## src/design/assert_macros.svh

```systemverilog
// assertion helpers shared by the design files
`ifndef ASSERT_MACROS_SVH
`define ASSERT_MACROS_SVH

`ifndef ASSERT_OFF
// property must hold at every clock edge outside reset
`define UTAD_ASSERT(lbl, prop, msg) \
  lbl: assert property (@(posedge clk_i) disable iff (!rst_ni) (prop)) else $error(msg);
// condition must never be seen outside reset
`define UTAD_NEVER(lbl, cond, msg) \
  lbl: assert property (@(posedge clk_i) disable iff (!rst_ni) !(cond)) else $error(msg);
`else
`define UTAD_ASSERT(lbl, prop, msg)
`define UTAD_NEVER(lbl, cond, msg)
`endif

`endif

```

## src/design/utad_pkg.sv

```systemverilog
package utad_pkg;

  localparam int unsigned VALUE_W     = 64;
  localparam int unsigned HALF_W      = 32;
  localparam int unsigned FUNC_W      = 2;
  localparam int unsigned CHAR_W      = 8;
  localparam int unsigned COUNT_W     = 32;
  localparam int unsigned NIB_W       = 4;
  localparam int unsigned MAX_DIGITS  = VALUE_W / NIB_W;
  localparam int unsigned IDX_W       = $clog2(MAX_DIGITS);
  localparam int unsigned DEC_DIGITS  = 10;
  localparam int unsigned BCD_W       = DEC_DIGITS * NIB_W;
  localparam int unsigned BITCNT_W    = $clog2(HALF_W);
  localparam int unsigned QUEUE_DEPTH = 2;
  localparam int unsigned QPTR_W      = (QUEUE_DEPTH > 1) ? $clog2(QUEUE_DEPTH) : 1;
  localparam int unsigned QCNT_W      = $clog2(QUEUE_DEPTH + 1);

  localparam logic [CHAR_W-1:0] CHAR_ZERO    = 8'h30;
  localparam logic [CHAR_W-1:0] CHAR_LOWER_A = 8'h61;
  localparam logic [CHAR_W-1:0] CHAR_UPPER_A = 8'h41;
  localparam logic [NIB_W-1:0]  DEC_RADIX    = 4'd10;
  localparam logic [NIB_W-1:0]  DABBLE_MIN   = 4'd5;
  localparam logic [NIB_W-1:0]  DABBLE_ADD   = 4'd3;

  typedef enum logic [FUNC_W-1:0] {
    FUNC_DEC    = 2'd0,
    FUNC_HEX_LO = 2'd1,
    FUNC_HEX_UP = 2'd2,
    FUNC_HEX64  = 2'd3
  } func_e;

  typedef enum logic [1:0] {
    FRONT_IDLE,
    FRONT_CONV,
    FRONT_PUSH
  } front_state_e;

  typedef logic [MAX_DIGITS-1:0][NIB_W-1:0] nibbles_t;

  // one converted value waiting to be printed
  typedef struct packed {
    nibbles_t         nib;
    logic [IDX_W-1:0] top_idx;
    logic             upper;
    logic             clear;
  } job_t;

  function automatic logic [CHAR_W-1:0] digit_to_ascii(logic [NIB_W-1:0] d, logic upper);
    logic [CHAR_W-1:0] d_ext;
    d_ext = {{(CHAR_W-NIB_W){1'b0}}, d};
    if (d < DEC_RADIX) begin
      return CHAR_ZERO + d_ext;
    end else if (upper) begin
      return CHAR_UPPER_A + d_ext - {{(CHAR_W-NIB_W){1'b0}}, DEC_RADIX};
    end else begin
      return CHAR_LOWER_A + d_ext - {{(CHAR_W-NIB_W){1'b0}}, DEC_RADIX};
    end
  endfunction

endpackage

```

## src/design/utad_if.sv

```systemverilog
// input beat channel: one value to convert
interface utad_in_if;
  logic                          valid;
  logic                          ready;
  logic [utad_pkg::VALUE_W-1:0]  value;
  logic [utad_pkg::FUNC_W-1:0]   func;
  logic                          clear_count;

  modport source (output valid, value, func, clear_count, input ready);
  modport sink   (input valid, value, func, clear_count, output ready);
endinterface

// output beat channel: one digit character
interface utad_out_if;
  logic                          valid;
  logic                          ready;
  logic [utad_pkg::CHAR_W-1:0]   digit_char;
  logic                          last;
  logic [utad_pkg::COUNT_W-1:0]  char_total;

  modport source (output valid, digit_char, last, char_total, input ready);
  modport sink   (input valid, digit_char, last, char_total, output ready);
endinterface

```

## src/design/unsigned_to_ascii_digits.sv

```systemverilog
// Unsigned binary to ASCII digit converter.
// in_i carries one value per beat with a mode (decimal, lower-case hex,
// upper-case hex on the low 32 bits, or 64-bit lower-case hex) and a flag
// that clears the running character count before this value's digits.
// out_o carries one ASCII digit per beat, most significant first, with no
// leading zeros; zero prints as a single '0'. last marks the final digit and
// char_total gives the saturating count of characters sent so far.
// The front converts: decimal runs double dabble over the low 32 bits and
// then hands over, hex goes straight to the hand-over. The front
// accepts a new value only once the previous one is in the two-entry queue.
// The back loads each value, then prints one digit a cycle while the
// receiver takes them, so a decimal value's digits leave while the next
// value converts; 64-bit hex is bound by the back.
// A stalled receiver holds the output register, then the back, then the
// queue; the input side keeps converting until the queue fills.
// Reset empties the queue, drops any digit in flight and zeroes the count.
module unsigned_to_ascii_digits (
  input  logic   clk_i,
  input  logic   rst_ni,
  utad_in_if.sink    in_i,
  utad_out_if.source out_o
);
  import utad_pkg::*;

  `include "assert_macros.svh"

  logic push_valid, push_ready;
  logic pop_valid, pop_ready;
  logic q_full, q_empty;
  logic char_ok;
  job_t push_job, pop_job;

  // conversion front
  utad_front u_front (
    .clk_i        (clk_i),
    .rst_ni       (rst_ni),
    .in_i         (in_i),
    .push_valid_o (push_valid),
    .push_job_o   (push_job),
    .push_ready_i (push_ready)
  );

  // job queue between front and back
  utad_queue u_queue (
    .clk_i        (clk_i),
    .rst_ni       (rst_ni),
    .push_valid_i (push_valid),
    .push_job_i   (push_job),
    .push_ready_o (push_ready),
    .pop_valid_o  (pop_valid),
    .pop_job_o    (pop_job),
    .pop_ready_i  (pop_ready),
    .full_o       (q_full),
    .empty_o      (q_empty)
  );

  // digit printer
  utad_back u_back (
    .clk_i       (clk_i),
    .rst_ni      (rst_ni),
    .pop_valid_i (pop_valid),
    .pop_job_i   (pop_job),
    .pop_ready_o (pop_ready),
    .out_o       (out_o)
  );

  // digit glyph falls in one of the three printable ranges
  assign char_ok =
      (out_o.digit_char >= CHAR_ZERO && out_o.digit_char <= CHAR_ZERO + 8'd9)
   || (out_o.digit_char >= CHAR_LOWER_A && out_o.digit_char <= CHAR_LOWER_A + 8'd5)
   || (out_o.digit_char >= CHAR_UPPER_A && out_o.digit_char <= CHAR_UPPER_A + 8'd5);

  // checks
  `UTAD_NEVER(a_queue_full_empty, q_full && q_empty, "queue both full and empty")
  `UTAD_ASSERT(a_front_busy, in_i.valid && in_i.ready |=> !in_i.ready, "front took two beats")
  `UTAD_ASSERT(a_total_nonzero, out_o.valid |-> out_o.char_total != '0, "zero char total")
  `UTAD_ASSERT(a_char_range, out_o.valid |-> char_ok, "bad digit char")

endmodule

```

## src/design/utad_front.sv

```systemverilog
module utad_front (
  input  logic           clk_i,
  input  logic           rst_ni,
  utad_in_if.sink        in_i,
  output logic           push_valid_o,
  output utad_pkg::job_t push_job_o,
  input  logic           push_ready_i
);
  import utad_pkg::*;

  front_state_e        state_q, state_d;
  logic [BITCNT_W-1:0] bitcnt_q;
  logic [VALUE_W-1:0]  word_q;
  logic [BCD_W-1:0]    bcd_q;
  logic                dec_q;
  logic                upper_q;
  logic                clear_q;
  logic [BCD_W-1:0]    bcd_adj;
  nibbles_t            nib;
  logic [IDX_W-1:0]    top_idx;
  logic                accept;

  assign accept = in_i.valid && in_i.ready;

  // add-3 correction on every bcd digit before the shift
  always_comb begin
    for (int i = 0; i < DEC_DIGITS; i++) begin
      bcd_adj[i*NIB_W +: NIB_W] = (bcd_q[i*NIB_W +: NIB_W] >= DABBLE_MIN)
                                ? bcd_q[i*NIB_W +: NIB_W] + DABBLE_ADD
                                : bcd_q[i*NIB_W +: NIB_W];
    end
  end

  // digit source and position of the leading digit
  always_comb begin
    nib = dec_q ? nibbles_t'({{(VALUE_W-BCD_W){1'b0}}, bcd_q}) : nibbles_t'(word_q);
    top_idx = '0;
    for (int i = 1; i < MAX_DIGITS; i++) begin
      if (nib[i] != '0) begin
        top_idx = IDX_W'(i);
      end
    end
  end

  assign push_job_o = '{nib: nib, top_idx: top_idx, upper: upper_q, clear: clear_q};

  // next state and handshakes
  always_comb begin
    state_d      = state_q;
    in_i.ready   = 1'b0;
    push_valid_o = 1'b0;
    unique case (state_q)
      FRONT_IDLE: begin
        in_i.ready = 1'b1;
        if (in_i.valid) begin
          state_d = (func_e'(in_i.func) == FUNC_DEC) ? FRONT_CONV : FRONT_PUSH;
        end
      end
      FRONT_CONV: begin
        if (bitcnt_q == BITCNT_W'(HALF_W - 1)) begin
          state_d = FRONT_PUSH;
        end
      end
      FRONT_PUSH: begin
        push_valid_o = 1'b1;
        if (push_ready_i) begin
          state_d = FRONT_IDLE;
        end
      end
      default: state_d = FRONT_IDLE;
    endcase
  end

  // control registers
  always_ff @(posedge clk_i or negedge rst_ni) begin
    if (!rst_ni) begin
      state_q  <= FRONT_IDLE;
      bitcnt_q <= '0;
    end else begin
      state_q <= state_d;
      if (accept) begin
        bitcnt_q <= '0;
      end else if (state_q == FRONT_CONV) begin
        bitcnt_q <= bitcnt_q + 1'b1;
      end
    end
  end

  // conversion datapath, double dabble one bit a cycle
  always_ff @(posedge clk_i) begin
    if (accept) begin
      word_q  <= (func_e'(in_i.func) == FUNC_HEX64) ? in_i.value
               : {{(VALUE_W-HALF_W){1'b0}}, in_i.value[HALF_W-1:0]};
      bcd_q   <= '0;
      dec_q   <= func_e'(in_i.func) == FUNC_DEC;
      upper_q <= func_e'(in_i.func) == FUNC_HEX_UP;
      clear_q <= in_i.clear_count;
    end else if (state_q == FRONT_CONV) begin
      bcd_q  <= {bcd_adj[BCD_W-2:0], word_q[HALF_W-1]};
      word_q <= {word_q[VALUE_W-2:0], 1'b0};
    end
  end

endmodule

```

## src/design/utad_queue.sv

```systemverilog
module utad_queue (
  input  logic           clk_i,
  input  logic           rst_ni,
  input  logic           push_valid_i,
  input  utad_pkg::job_t push_job_i,
  output logic           push_ready_o,
  output logic           pop_valid_o,
  output utad_pkg::job_t pop_job_o,
  input  logic           pop_ready_i,
  output logic           full_o,
  output logic           empty_o
);
  import utad_pkg::*;

  job_t              slot_q [QUEUE_DEPTH];
  logic [QPTR_W-1:0] wr_ptr_q, rd_ptr_q;
  logic [QCNT_W-1:0] count_q;
  logic              do_push, do_pop;

  assign full_o       = count_q == QCNT_W'(QUEUE_DEPTH);
  assign empty_o      = count_q == '0;
  assign push_ready_o = !full_o;
  assign pop_valid_o  = !empty_o;
  assign pop_job_o    = slot_q[rd_ptr_q];
  assign do_push      = push_valid_i && push_ready_o;
  assign do_pop       = pop_valid_o && pop_ready_i;

  // pointers and fill level
  always_ff @(posedge clk_i or negedge rst_ni) begin
    if (!rst_ni) begin
      wr_ptr_q <= '0;
      rd_ptr_q <= '0;
      count_q  <= '0;
    end else begin
      if (do_push) begin
        wr_ptr_q <= (wr_ptr_q == QPTR_W'(QUEUE_DEPTH - 1)) ? '0 : wr_ptr_q + 1'b1;
      end
      if (do_pop) begin
        rd_ptr_q <= (rd_ptr_q == QPTR_W'(QUEUE_DEPTH - 1)) ? '0 : rd_ptr_q + 1'b1;
      end
      if (do_push && !do_pop) begin
        count_q <= count_q + 1'b1;
      end else if (do_pop && !do_push) begin
        count_q <= count_q - 1'b1;
      end
    end
  end

  // entry storage
  always_ff @(posedge clk_i) begin
    if (do_push) begin
      slot_q[wr_ptr_q] <= push_job_i;
    end
  end

endmodule

```

## src/design/utad_back.sv

```systemverilog
module utad_back (
  input  logic           clk_i,
  input  logic           rst_ni,
  input  logic           pop_valid_i,
  input  utad_pkg::job_t pop_job_i,
  output logic           pop_ready_o,
  utad_out_if.source     out_o
);
  import utad_pkg::*;

  logic               busy_q;
  logic               clear_q;
  logic [IDX_W-1:0]   idx_q;
  logic [COUNT_W-1:0] count_q;
  logic               out_valid_q;
  nibbles_t           nib_q;
  logic               upper_q;
  logic [CHAR_W-1:0]  digit_q;
  logic               last_q;
  logic [COUNT_W-1:0] total_q;
  logic [COUNT_W-1:0] base;
  logic [COUNT_W-1:0] count_next;
  logic               load;
  logic               emit;

  assign pop_ready_o = !busy_q;
  assign load        = pop_valid_i && pop_ready_o;
  assign emit        = busy_q && (!out_valid_q || out_o.ready);

  // saturating character count, cleared ahead of the first digit
  assign base       = clear_q ? '0 : count_q;
  assign count_next = (&base) ? base : base + 1'b1;

  assign out_o.valid      = out_valid_q;
  assign out_o.digit_char = digit_q;
  assign out_o.last       = last_q;
  assign out_o.char_total = total_q;

  // sequencing and count
  always_ff @(posedge clk_i or negedge rst_ni) begin
    if (!rst_ni) begin
      busy_q      <= 1'b0;
      clear_q     <= 1'b0;
      idx_q       <= '0;
      count_q     <= '0;
      out_valid_q <= 1'b0;
    end else begin
      if (load) begin
        busy_q  <= 1'b1;
        clear_q <= pop_job_i.clear;
        idx_q   <= pop_job_i.top_idx;
      end else if (emit) begin
        clear_q <= 1'b0;
        count_q <= count_next;
        if (idx_q == '0) begin
          busy_q <= 1'b0;
        end else begin
          idx_q <= idx_q - 1'b1;
        end
      end
      if (emit) begin
        out_valid_q <= 1'b1;
      end else if (out_o.ready) begin
        out_valid_q <= 1'b0;
      end
    end
  end

  // digit payload and output beat register
  always_ff @(posedge clk_i) begin
    if (load) begin
      nib_q   <= pop_job_i.nib;
      upper_q <= pop_job_i.upper;
    end
    if (emit) begin
      digit_q <= digit_to_ascii(nib_q[idx_q], upper_q);
      last_q  <= idx_q == '0;
      total_q <= count_next;
    end
  end

endmodule
```

## src/flat_wrapper.sv

```systemverilog
// flat-port wrapper written by rule: the top's interface ports become plain ports
module unsigned_to_ascii_digits_flat import utad_pkg::*;
  (clk_i, rst_ni, in_i_valid, in_i_value, in_i_func, in_i_clear_count, in_i_ready, out_o_valid, out_o_digit_char, out_o_last, out_o_char_total, out_o_ready);
  utad_in_if in_i_i ();
  utad_out_if out_o_i ();
  input  logic clk_i;
  input  logic rst_ni;
  input wire logic [$bits(in_i_i.valid)-1:0] in_i_valid;
  input wire logic [$bits(in_i_i.value)-1:0] in_i_value;
  input wire logic [$bits(in_i_i.func)-1:0] in_i_func;
  input wire logic [$bits(in_i_i.clear_count)-1:0] in_i_clear_count;
  output wire logic [$bits(in_i_i.ready)-1:0] in_i_ready;
  output wire logic [$bits(out_o_i.valid)-1:0] out_o_valid;
  output wire logic [$bits(out_o_i.digit_char)-1:0] out_o_digit_char;
  output wire logic [$bits(out_o_i.last)-1:0] out_o_last;
  output wire logic [$bits(out_o_i.char_total)-1:0] out_o_char_total;
  input wire logic [$bits(out_o_i.ready)-1:0] out_o_ready;
  assign in_i_i.valid = in_i_valid;
  assign in_i_i.value = in_i_value;
  assign in_i_i.func = in_i_func;
  assign in_i_i.clear_count = in_i_clear_count;
  assign in_i_ready = in_i_i.ready;
  assign out_o_valid = out_o_i.valid;
  assign out_o_digit_char = out_o_i.digit_char;
  assign out_o_last = out_o_i.last;
  assign out_o_char_total = out_o_i.char_total;
  assign out_o_i.ready = out_o_ready;
  unsigned_to_ascii_digits u_core (.clk_i(clk_i), .rst_ni(rst_ni), .in_i(in_i_i), .out_o(out_o_i));
endmodule
```

## config.mk

```make
export PLATFORM = sky130hd
export DESIGN_NAME = unsigned_to_ascii_digits_flat
export DESIGN_NICKNAME = d
export VERILOG_FILES = /design/src/design/utad_pkg.sv /design/src/design/utad_if.sv /design/src/design/unsigned_to_ascii_digits.sv /design/src/design/utad_front.sv /design/src/design/utad_queue.sv /design/src/design/utad_back.sv /design/src/flat_wrapper.sv
export VERILOG_INCLUDE_DIRS = /design/src /design/src/design
export SDC_FILE = /design/constraint.sdc
export NUM_CORES = 1
export LEC_CHECK = 0
export BUFFER_PORTS_ARGS = -buffer_cell sky130_fd_sc_hd__buf_2
export CAP_MARGIN = 20
export CORE_MARGIN = 1.5
export CORE_UTILIZATION = 55
export CTS_BUF_LIST = sky130_fd_sc_hd__clkbuf_8
export DETAILED_ROUTE_END_ITERATION = 12
export GPL_TIMING_DRIVEN = 0
export PLACE_DENSITY = 0.77
export SKIP_LAST_GASP = 1
export SYNTH_ARGS = -nofsm -noshare
export SYNTH_HDL_FRONTEND = slang
export SYNTH_SLANG_ARGS = --single-unit
```

## constraint.sdc

```tcl
create_clock -name clk_i -period 4.83 [get_ports clk_i]
set_input_delay 0.483 -clock clk_i [delete_from_list [all_inputs] [get_ports clk_i]]
set_output_delay 0.483 -clock clk_i [all_outputs]
set_load 0.1 [all_outputs]
```

==> run summary, run 1 <==
status -> complete, no violations
Final GP Congestion -> 0.884
Max VDD drop -> 0.000462 V
vias per cell -> 5.71
final setup skew -> 36.0 ps
Setup Viol. Count Final -> 0
number of flops mapped to enable cells by yosys -> 312
first-pass GRT wire length -> 64400 um
io pins -> 114
post-DP HPWL -> 28400 um
clock latency on the worst-skew pair -> 580 ps
Initial DRT Pass Iterations -> 5
Final ANT Viol Nets -> 0
Tightest Pin Transition -> 993 ps
CTS tree -> built
slowest cell on the critical path -> a221oi_1
Synth async-reset ratio -> 12.4%
min-delay src -> in_i_clear_count
Yosys warnings -> 0
largest net degree at the start of global routing -> 66
crit-path leading delay family -> buffers and inverters
FILL cells -> 2508
Crit Reg-Reg Startpoint -> u_core.u_back.idx_q[0]
clock buffer depth -> 3
Post-Synthesis Cells -> 1492
PortBufs -> 112
critical path launch point type -> flop
critical path type -> reg -> reg
commonest non-fill, non-tap cell in the layout -> edfxtp_1
GR Overflow Total -> 0
CP Data Arrival Time -> 3500 ps
GR Util All Layers -> 24.3%
worst stage delay on the critical path -> 510 ps
Net Sw Frac -> 38.5%
ys flop type -> edfxtp_1
switching pwr -> 4.97 mW
initial core utilization -> 56.1%
Num CTS Buffers -> 68
antenna violations before repair -> 0
Worst R2R End -> u_core.u_back.out_o.digit_char[2]
fraction of layout cells with a size suffix above 1 -> 20.2%
leakage power -> 7.92 nW
# clock sinks -> 402
# DRC -> 0
Synth cell types -> 66
Clk pin slew, worst setup/hold paths -> 60 ps
power share of the clock group -> 21.8%
Flop pwr share -> 43.1%
H-Tree Depth -> 3
Post-Syn Area per Cell -> 12.3 um2
vias in the first global route -> 12300
CP required -> 5150 ps
Vias -> 12400
core area -> 0.0327 mm2
antenna cells -> 0
CTS root buf -> clkbuf_8
Hold Path Cell Cnt -> 1
Syn Nets -> 1589
crit share post-route -> 65.9%
FMAX -> 0.314 GHz
Final Util -> 63.9%
WP buf/inv -> 2
worst-path cell chain -> buf_2 -> buf_2 -> mux2i_1 -> a221oi_1 -> nor2_1 -> nor2_1 -> a221oi_1 -> ha_1 -> nand2_1 -> mux2_2
reg2reg setup slack -> 1650 ps
Layout Nets -> 1778
die footprint -> 0.0345 mm2
initial DRC count -> 1192
Max FO, Critical Path -> 10
final setup TNS -> 0 ps
internal power -> 7.95 mW
WL per Instance -> 18.7 um
cells on worst reg2reg path -> 10
post-CTS sizing -> 0
Worst slew margin -> 33.7%
DIE HEIGHT -> 186 um
dpl ws -> 1720 ps
post-route minimum period -> 3180 ps
worst hold path class -> in -> reg
Power Density -> 619 mW/mm2
Seq/Total Area, Yosys -> 62.3%
most frequent cells in the layout -> 312 x edfxtp_1, 226 x nand2_1, 118 x buf_2
Hold Fails Final Rpt -> 0
endpoint class of the critical path -> flop
cell area after synthesis -> 0.0183 mm2
hold path endpoint -> u_core.u_front.clear_q
RSZ-0062 raised after global routing -> no
Setup WS post-layout -> 1650 ps
max_cap viols -> 0
num rows -> 66
area grow syn2layout -> 13.9%
die width -> 186 um
routed wire length -> 40700 um
Slew Limit Fails -> 0
count of state elements after synthesis -> 402
part of the power in combinational logic -> 35.0%
==> cell families (layout without fill, tap and decap cells) <==
family | after synthesis | after routing | synth area share (%)
AO/OA/AOI/OAI | 195 | 195 | 6.82
other | 1 | 1 | 0.0204
adder cells (fa/ha/maj) | 26 | 26 | 1.77
AND/OR/NAND/NOR | 538 | 538 | 13.9
buffers and inverters | 113 | 355 | 2.50
flip-flops | 402 | 402 | 62.3
multiplexers | 159 | 159 | 9.97
XOR/XNOR | 58 | 58 | 2.77
==> sequential cells by signal, indices dropped and copies added (netlist names) <==
signal	flops
u_core.u_queue.slot_q	140
u_core.u_front.bcd_q	40
u_core.u_back.upper_q	1
u_core.u_front.word_q	64
u_core.u_front.bitcnt_q	5
u_core.u_front.clear_q	1
u_core.u_back.out_o.digit_char	7
u_core.u_back.out_o.valid	1
u_core.u_back.out_o.char_total	32
u_core.u_back.nib_q	64
u_core.u_back.busy_q	1
u_core.u_queue.rd_ptr_q	1
u_core.u_queue.count_q	2
u_core.u_front.dec_q	1
u_core.u_front.state_q	2
u_core.u_back.count_q	32
u_core.u_front.upper_q	1
u_core.u_back.clear_q	1
u_core.u_back.idx_q	4
u_core.u_queue.wr_ptr_q	1
u_core.u_back.out_o.last	1
==> stage by stage <==
stage	power [mW]	hold slack [ps]	cells	instance area, um2
after floorplan	8.81	187	1492	18300
after global placement	9.95	426	2046	19500
after detailed placement	10.1	441	2052	19600
after CTS	13.0	89.8	2176	20900
after global routing	13.6	87.3	2176	20900
final	12.9	120	2176	20900
==> how the worst max path moves through the flow <==
stage,start,to,depth (start not counted)
after floorplan,u_core.u_front.state_q[0],u_core.u_queue.slot_q[0][0],3
after global placement,u_core.u_queue.count_q[0],u_core.u_queue.slot_q[0][53],3
after detailed placement,u_core.u_back.idx_q[0],u_core.u_back.out_o.digit_char[2],10
after CTS,u_core.u_back.idx_q[0],u_core.u_back.out_o.digit_char[2],10
after global routing,u_core.u_back.idx_q[0],u_core.u_back.out_o.digit_char[2],10
final,u_core.u_back.idx_q[0],u_core.u_back.out_o.digit_char[2],10
==> power groups by stage <==
stage	clock, mW	combinational (mW)	sequential (mW)
6_report	2.82	4.53	5.57
5_1_grt	3.05	4.90	5.65
4_1_cts	2.89	4.53	5.56
3_5_place_dp	0	4.50	5.63
3_3_place_gp	0	4.30	5.66
2_1_floorplan	0	2.51	6.30
==> area by class of cell <==
type	count	area (um2)	area share (%)
multi-input cells	977	6480	31.0
clock inverters	50	265	1.27
clock buffers	73	1000	4.81
inverters	32	120	0.575
repair buffers	119	706	3.38
well taps	442	553	2.65
plain buffers	81	339	1.62
flip-flops and latches	402	11400	54.7
==> synthesized netlist by cell type, types with 4 or more instances <==
master	n	area (um2)
edfxtp_1	312	9370
nand2_1	227	852
mux2_2	109	1230
nand3_1	82	410
nor2_1	77	289
o21ai_0	75	375
clkbuf_1	58	218
a21oi_1	54	270
dfrtp_1	50	1250
mux2i_1	42	420
xnor2_1	42	368
dfxtp_1	40	801
nor2b_1	40	250
inv_1	31	116
ha_1	26	325
nand2b_1	23	144
nor4_1	19	119
nor3_1	18	90.1
xor2_1	16	140
and3_1	12	75.1
buf_1	12	45.0
a221oi_1	9	78.8
o32ai_1	9	78.8
mux4_2	8	180
a211oi_1	6	45.0
and2_1	6	37.5
buf_2	6	30.0
a221o_1	5	50.1
nand4_1	5	31.3
o211ai_1	5	37.5
or3_1	5	31.3
and4_1	4	35.0
nor3b_1	4	30.0
or4_1	4	30.0
==> layer usage <==
metal | wire (um) | GRT usage (%) | vias to the layer above | share of wire [%]
met1 | 17300 | 32.3 | 6030 | 42
met4 | 938 | 8.39 | 0 | 2.3
met2 | 20000 | 40.5 | 481 | 49
li1 | - | - | 5827 | -
met3 | 2540 | 3.95 | 82 | 6.2
met5 | 0 | 0 | - | 0
==> what timing repair did <==
action	in CTS	in global routing
setup buffers	0	0
hold endpoints to repair	20	0
hold buffers	1	0
Power figures use the tool's default switching activity.
==> run 2, diff against run 1 <==
Settings changed: ABC_AREA set to 1.
Clock period 4.83 ns to 3.25 ns, I/O delays scaled along.
==> run 2 against run 1 <==
Against the previous run:
- sequential power grew 51%
- die area shrank 1.8%
- clock skew grew 6.8 ps
- worst hold slack lost 97 ps
- sequential share of layout area grew 0.20 points
- via count grew 8.7%
- clock power grew 48%
- global-route usage grew 1.7 points
- register-to-register slack lost 1500 ps
- setup slack lost 1500 ps
==> run summary, run 2 <==
status -> complete, no violations
final setup skew -> 42.7 ps (+6.78 ps)
die width -> 184 um (-0.89%)
area grow syn2layout -> 15.6%
crit share post-route -> 96.4% (+30 points)
clock buffer depth -> 3 (unchanged)
reg2reg setup slack -> 120 ps (-1530 ps)
GR Util All Layers -> 25.9% (+1.7 points)
Layout Nets -> 2097 (+18%)
Setup Viol. Count Final -> 0 (unchanged)
CP required -> 3570 ps (-1580 ps)
crit path launch -> u_core.u_back.idx_q[0]
fraction of layout cells with a size suffix above 1 -> 14.0% (-6.2 points)
PortBufs -> 112 (unchanged)
area leader, netlist -> edfxtp_1
initial core utilization -> 55.6% (-0.45 points)
most frequent cell after synthesis -> nand2_1
Post-Syn Area per Cell -> 10.1 um2 (-18%)
CTS tree -> built
top flop regs -> u_core.u_queue.slot_q: 140 flops, u_core.u_back.nib_q: 64 flops, u_core.u_front.word_q: 64 flops
clock latency on the worst-skew pair -> 600 ps (+20 ps)
Yosys top cell area share -> 52.0% (+0.94 points)
endpoint class of the critical path -> flop
first-pass GRT wire length -> 67400 um (+4.7%)
ys flop type -> edfxtp_1
Synth async-reset ratio -> 12.4% (unchanged)
Post-Synth Simple-Gate Area -> 18.3% (+4.4 points)
routed wire length -> 43100 um (+5.7%)
leakage power -> 8.49 nW (+7.2%)
vias in the first global route -> 13200 (+7.8%)
synth cell count leaders -> 525 x nand2_1, 312 x edfxtp_1, 198 x o21ai_0
# clock sinks -> 402 (unchanged)
Crit Reg-Reg Startpoint -> u_core.u_back.idx_q[0]
Synth Area in Adders -> 1.81% (+0.033 points)
count of state elements after synthesis -> 402 (unchanged)
RSZ-0062 raised after global routing -> yes
post-synthesis mux area share -> 0.0556% (-9.9 points)
CP Data Arrival Time -> 3450 ps (-50 ps)
Synth Area in Compound Gates -> 9.03% (+2.2 points)
critical path launch point type -> flop
Clk pin slew, worst setup/hold paths -> 60 ps (about the same)
combinational family with the most area after synthesis -> simple AND/OR/NAND/NOR gates
initial DRC count -> 1245 (+4.4%)
worst hold path class -> in -> reg
Seq/Total Area, Yosys -> 63.4% (+1.1 points)
Final GP Congestion -> 0.943 (+6.6%)
total power -> 19.8 mW (+53%)
worst-path cell chain -> clkbuf_1 -> clkbuf_1 -> buf_2 -> o21ai_0 -> o221ai_1 -> o211ai_1 -> o21ai_0 -> inv_1 -> ha_1 -> inv_1 -> nor2_1 -> inv_1 -> o21ai_0
crit path to -> u_core.u_back.out_o.digit_char[2]
most frequent cells in the layout -> 525 x nand2_1, 312 x edfxtp_1, 198 x o21ai_0
Final ANT Viol Nets -> 0 (unchanged)
xor and xnor area share after synthesis -> 2.06% (-0.71 points)
cell area after synthesis -> 0.0180 mm2 (-1.8%)
Post-Synthesis Cells -> 1787 (+20%)
core area -> 0.0324 mm2 (-1.0%)
largest cells by area after synthesis -> edfxtp_1 52%, nand2_1 11%, dfrtp_1 6.9%
vias per cell -> 5.41 (-5.2%)
H-Tree Depth -> 3 (unchanged)
number of flops mapped to enable cells by yosys -> 312 (unchanged)
FILL cells -> 2500 (-0.32%)
WL per Instance -> 17.3 um (-7.8%)
Initial DRT Pass Iterations -> 6 (+1)
DIE HEIGHT -> 184 um (-0.89%)
slowest cell on the critical path -> clkbuf_1
cells on worst reg2reg path -> 13 (+3)
num rows -> 66 (unchanged)
Hold Fails Final Rpt -> 0 (unchanged)
Max VDD drop -> 0.000664 V (+44%)
Slew Limit Fails -> 0 (unchanged)
Max FO, Critical Path -> 10 (unchanged)
# DRC -> 0 (unchanged)
GR Overflow Total -> 0 (unchanged)
Power Density -> 951 mW/mm2 (+54%)
Syn Nets -> 1884 (+19%)
Vias -> 13500 (+8.7%)
Tightest Pin Transition -> 1030 ps (+39.2 ps)
max reg flops -> 140 (unchanged)
antenna violations before repair -> 0 (unchanged)
Reg with most FFs -> u_core.u_queue.slot_q
Num CTS Buffers -> 67 (-1.5%)
hold_ws -> 23.4 ps (-96.6 ps)
Worst slew margin -> 31.2% (-2.5 points)
largest net degree at the start of global routing -> 44 (-33%)
critical path type -> reg -> reg
commonest non-fill, non-tap cell in the layout -> nand2_1
Synth cell types -> 57 (-14%)
worst stage delay on the critical path -> 420 ps (-90 ps)
CTS root buf -> clkbuf_8
io pins -> 114 (unchanged)
Yosys warnings -> 0 (unchanged)
post-route minimum period -> 3130 ps (-52.6 ps)
antenna cells -> 0 (unchanged)
die footprint -> 0.0338 mm2 (-1.8%)
Worst R2R End -> u_core.u_back.out_o.digit_char[2]
Final Util -> 64.3% (+0.42 points)
FMAX -> 0.319 GHz (+1.7%)
post-DP HPWL -> 30700 um (+8.1%)
max_cap viols -> 0 (unchanged)
## run 2: cell count changes after synthesis, sizes merged, moves of 33 or more
cell   change
nor2b     -41
xnor2     -33
nand2    +307
o21ai    +129
nor2      +46
inv      +136
mux2     -109
mux2i     -41
## run 2: worst min path at each step
| stage | to | slack [ps] | cells past startpoint | startpoint |
|---|---|---|---|---|
| finish | u_core.u_front.word_q[9] | 20 | 3 | in_i_value[9] |
| global route | u_core.u_front.word_q[5] | 30 | 3 | in_i_value[5] |
| detailed placement | u_core.u_back.count_q[17] | 320 | 1 | rst_ni |
| global placement | u_core.u_queue.slot_q[0][1] | 430 | 0 | u_core.u_front.upper_q |
| floorplan | u_core.u_back.busy_q | 30 | 0 | rst_ni |
| CTS | u_core.u_front.word_q[5] | 0.6 | 3 | in_i_value[5] |
## run 2: power by group
part           leakage [nW]  internal [mW]  switching [mW]  total (mW)
combinational          3.86           1.63            5.57        7.21
clock                 0.724           2.16            2.01        4.17
sequential             3.91           7.85           0.561        8.41
## run 2: cell families after synthesis
kind of cell / Yosys count
compound gates: 298
fa+ha+maj: 26
simple gates: 776
buf+inv: 244
flops: 402
other cells: 1
xor+xnor: 39
mux: 1
## run 2: layer usage
layer / track usage [%] / wire length (um) / share of wire (%) / up-vias
met5: 0 / 0 / 0 / -
met4: 13.1 / 1800 / 4.2 / 0
met3: 4.10 / 3030 / 7.0 / 114
met2: 43.8 / 20800 / 48 / 614
met1: 32.5 / 17400 / 40 / 6297
li1: - / - / - / 6478
## run 2: final cells by class
| cell class | count | area [um2] | area share, % |
|---|---|---|---|
| inverter | 170 | 641 | 3.08 |
| sequential | 402 | 11400 | 54.9 |
| multi-input combinational | 1141 | 5660 | 27.2 |
| tap | 442 | 553 | 2.66 |
| clock inverter | 49 | 249 | 1.20 |
| clock buffer | 73 | 1000 | 4.83 |
| timing repair buffer | 145 | 968 | 4.65 |
| buffer | 73 | 318 | 1.53 |
## run 2: repair_timing
action	in CTS	in global routing
endpoints found under the setup margin	0	19
gates resized for setup	0	2
endpoints found under the hold margin	43	0
hold buffers	24	0
setup buffers	0	1
## run 2: metrics by stage
stage	TNS, ps	setup WS (ps)	instance area [um2]	std cells
detailed placement	0	85.4	19300	2349
floorplan	-27560	-388	18000	1787
global route	-37.3	-21.9	20800	2495
finish	0	118	20800	2495
CTS	0	48.7	20800	2495
global placement	-159390	-1140	19100	2341
## run 2: critical path, delay by kind of cell, from the launching register on
| family | cells | cell delay (ps) |
|---|---|---|
| fa+ha+maj | 1 | 210 |
| simple gates | 1 | 60 |
| flops | 1 | 320 |
| compound gates | 5 | 890 |
| buf+inv | 6 | 1390 |
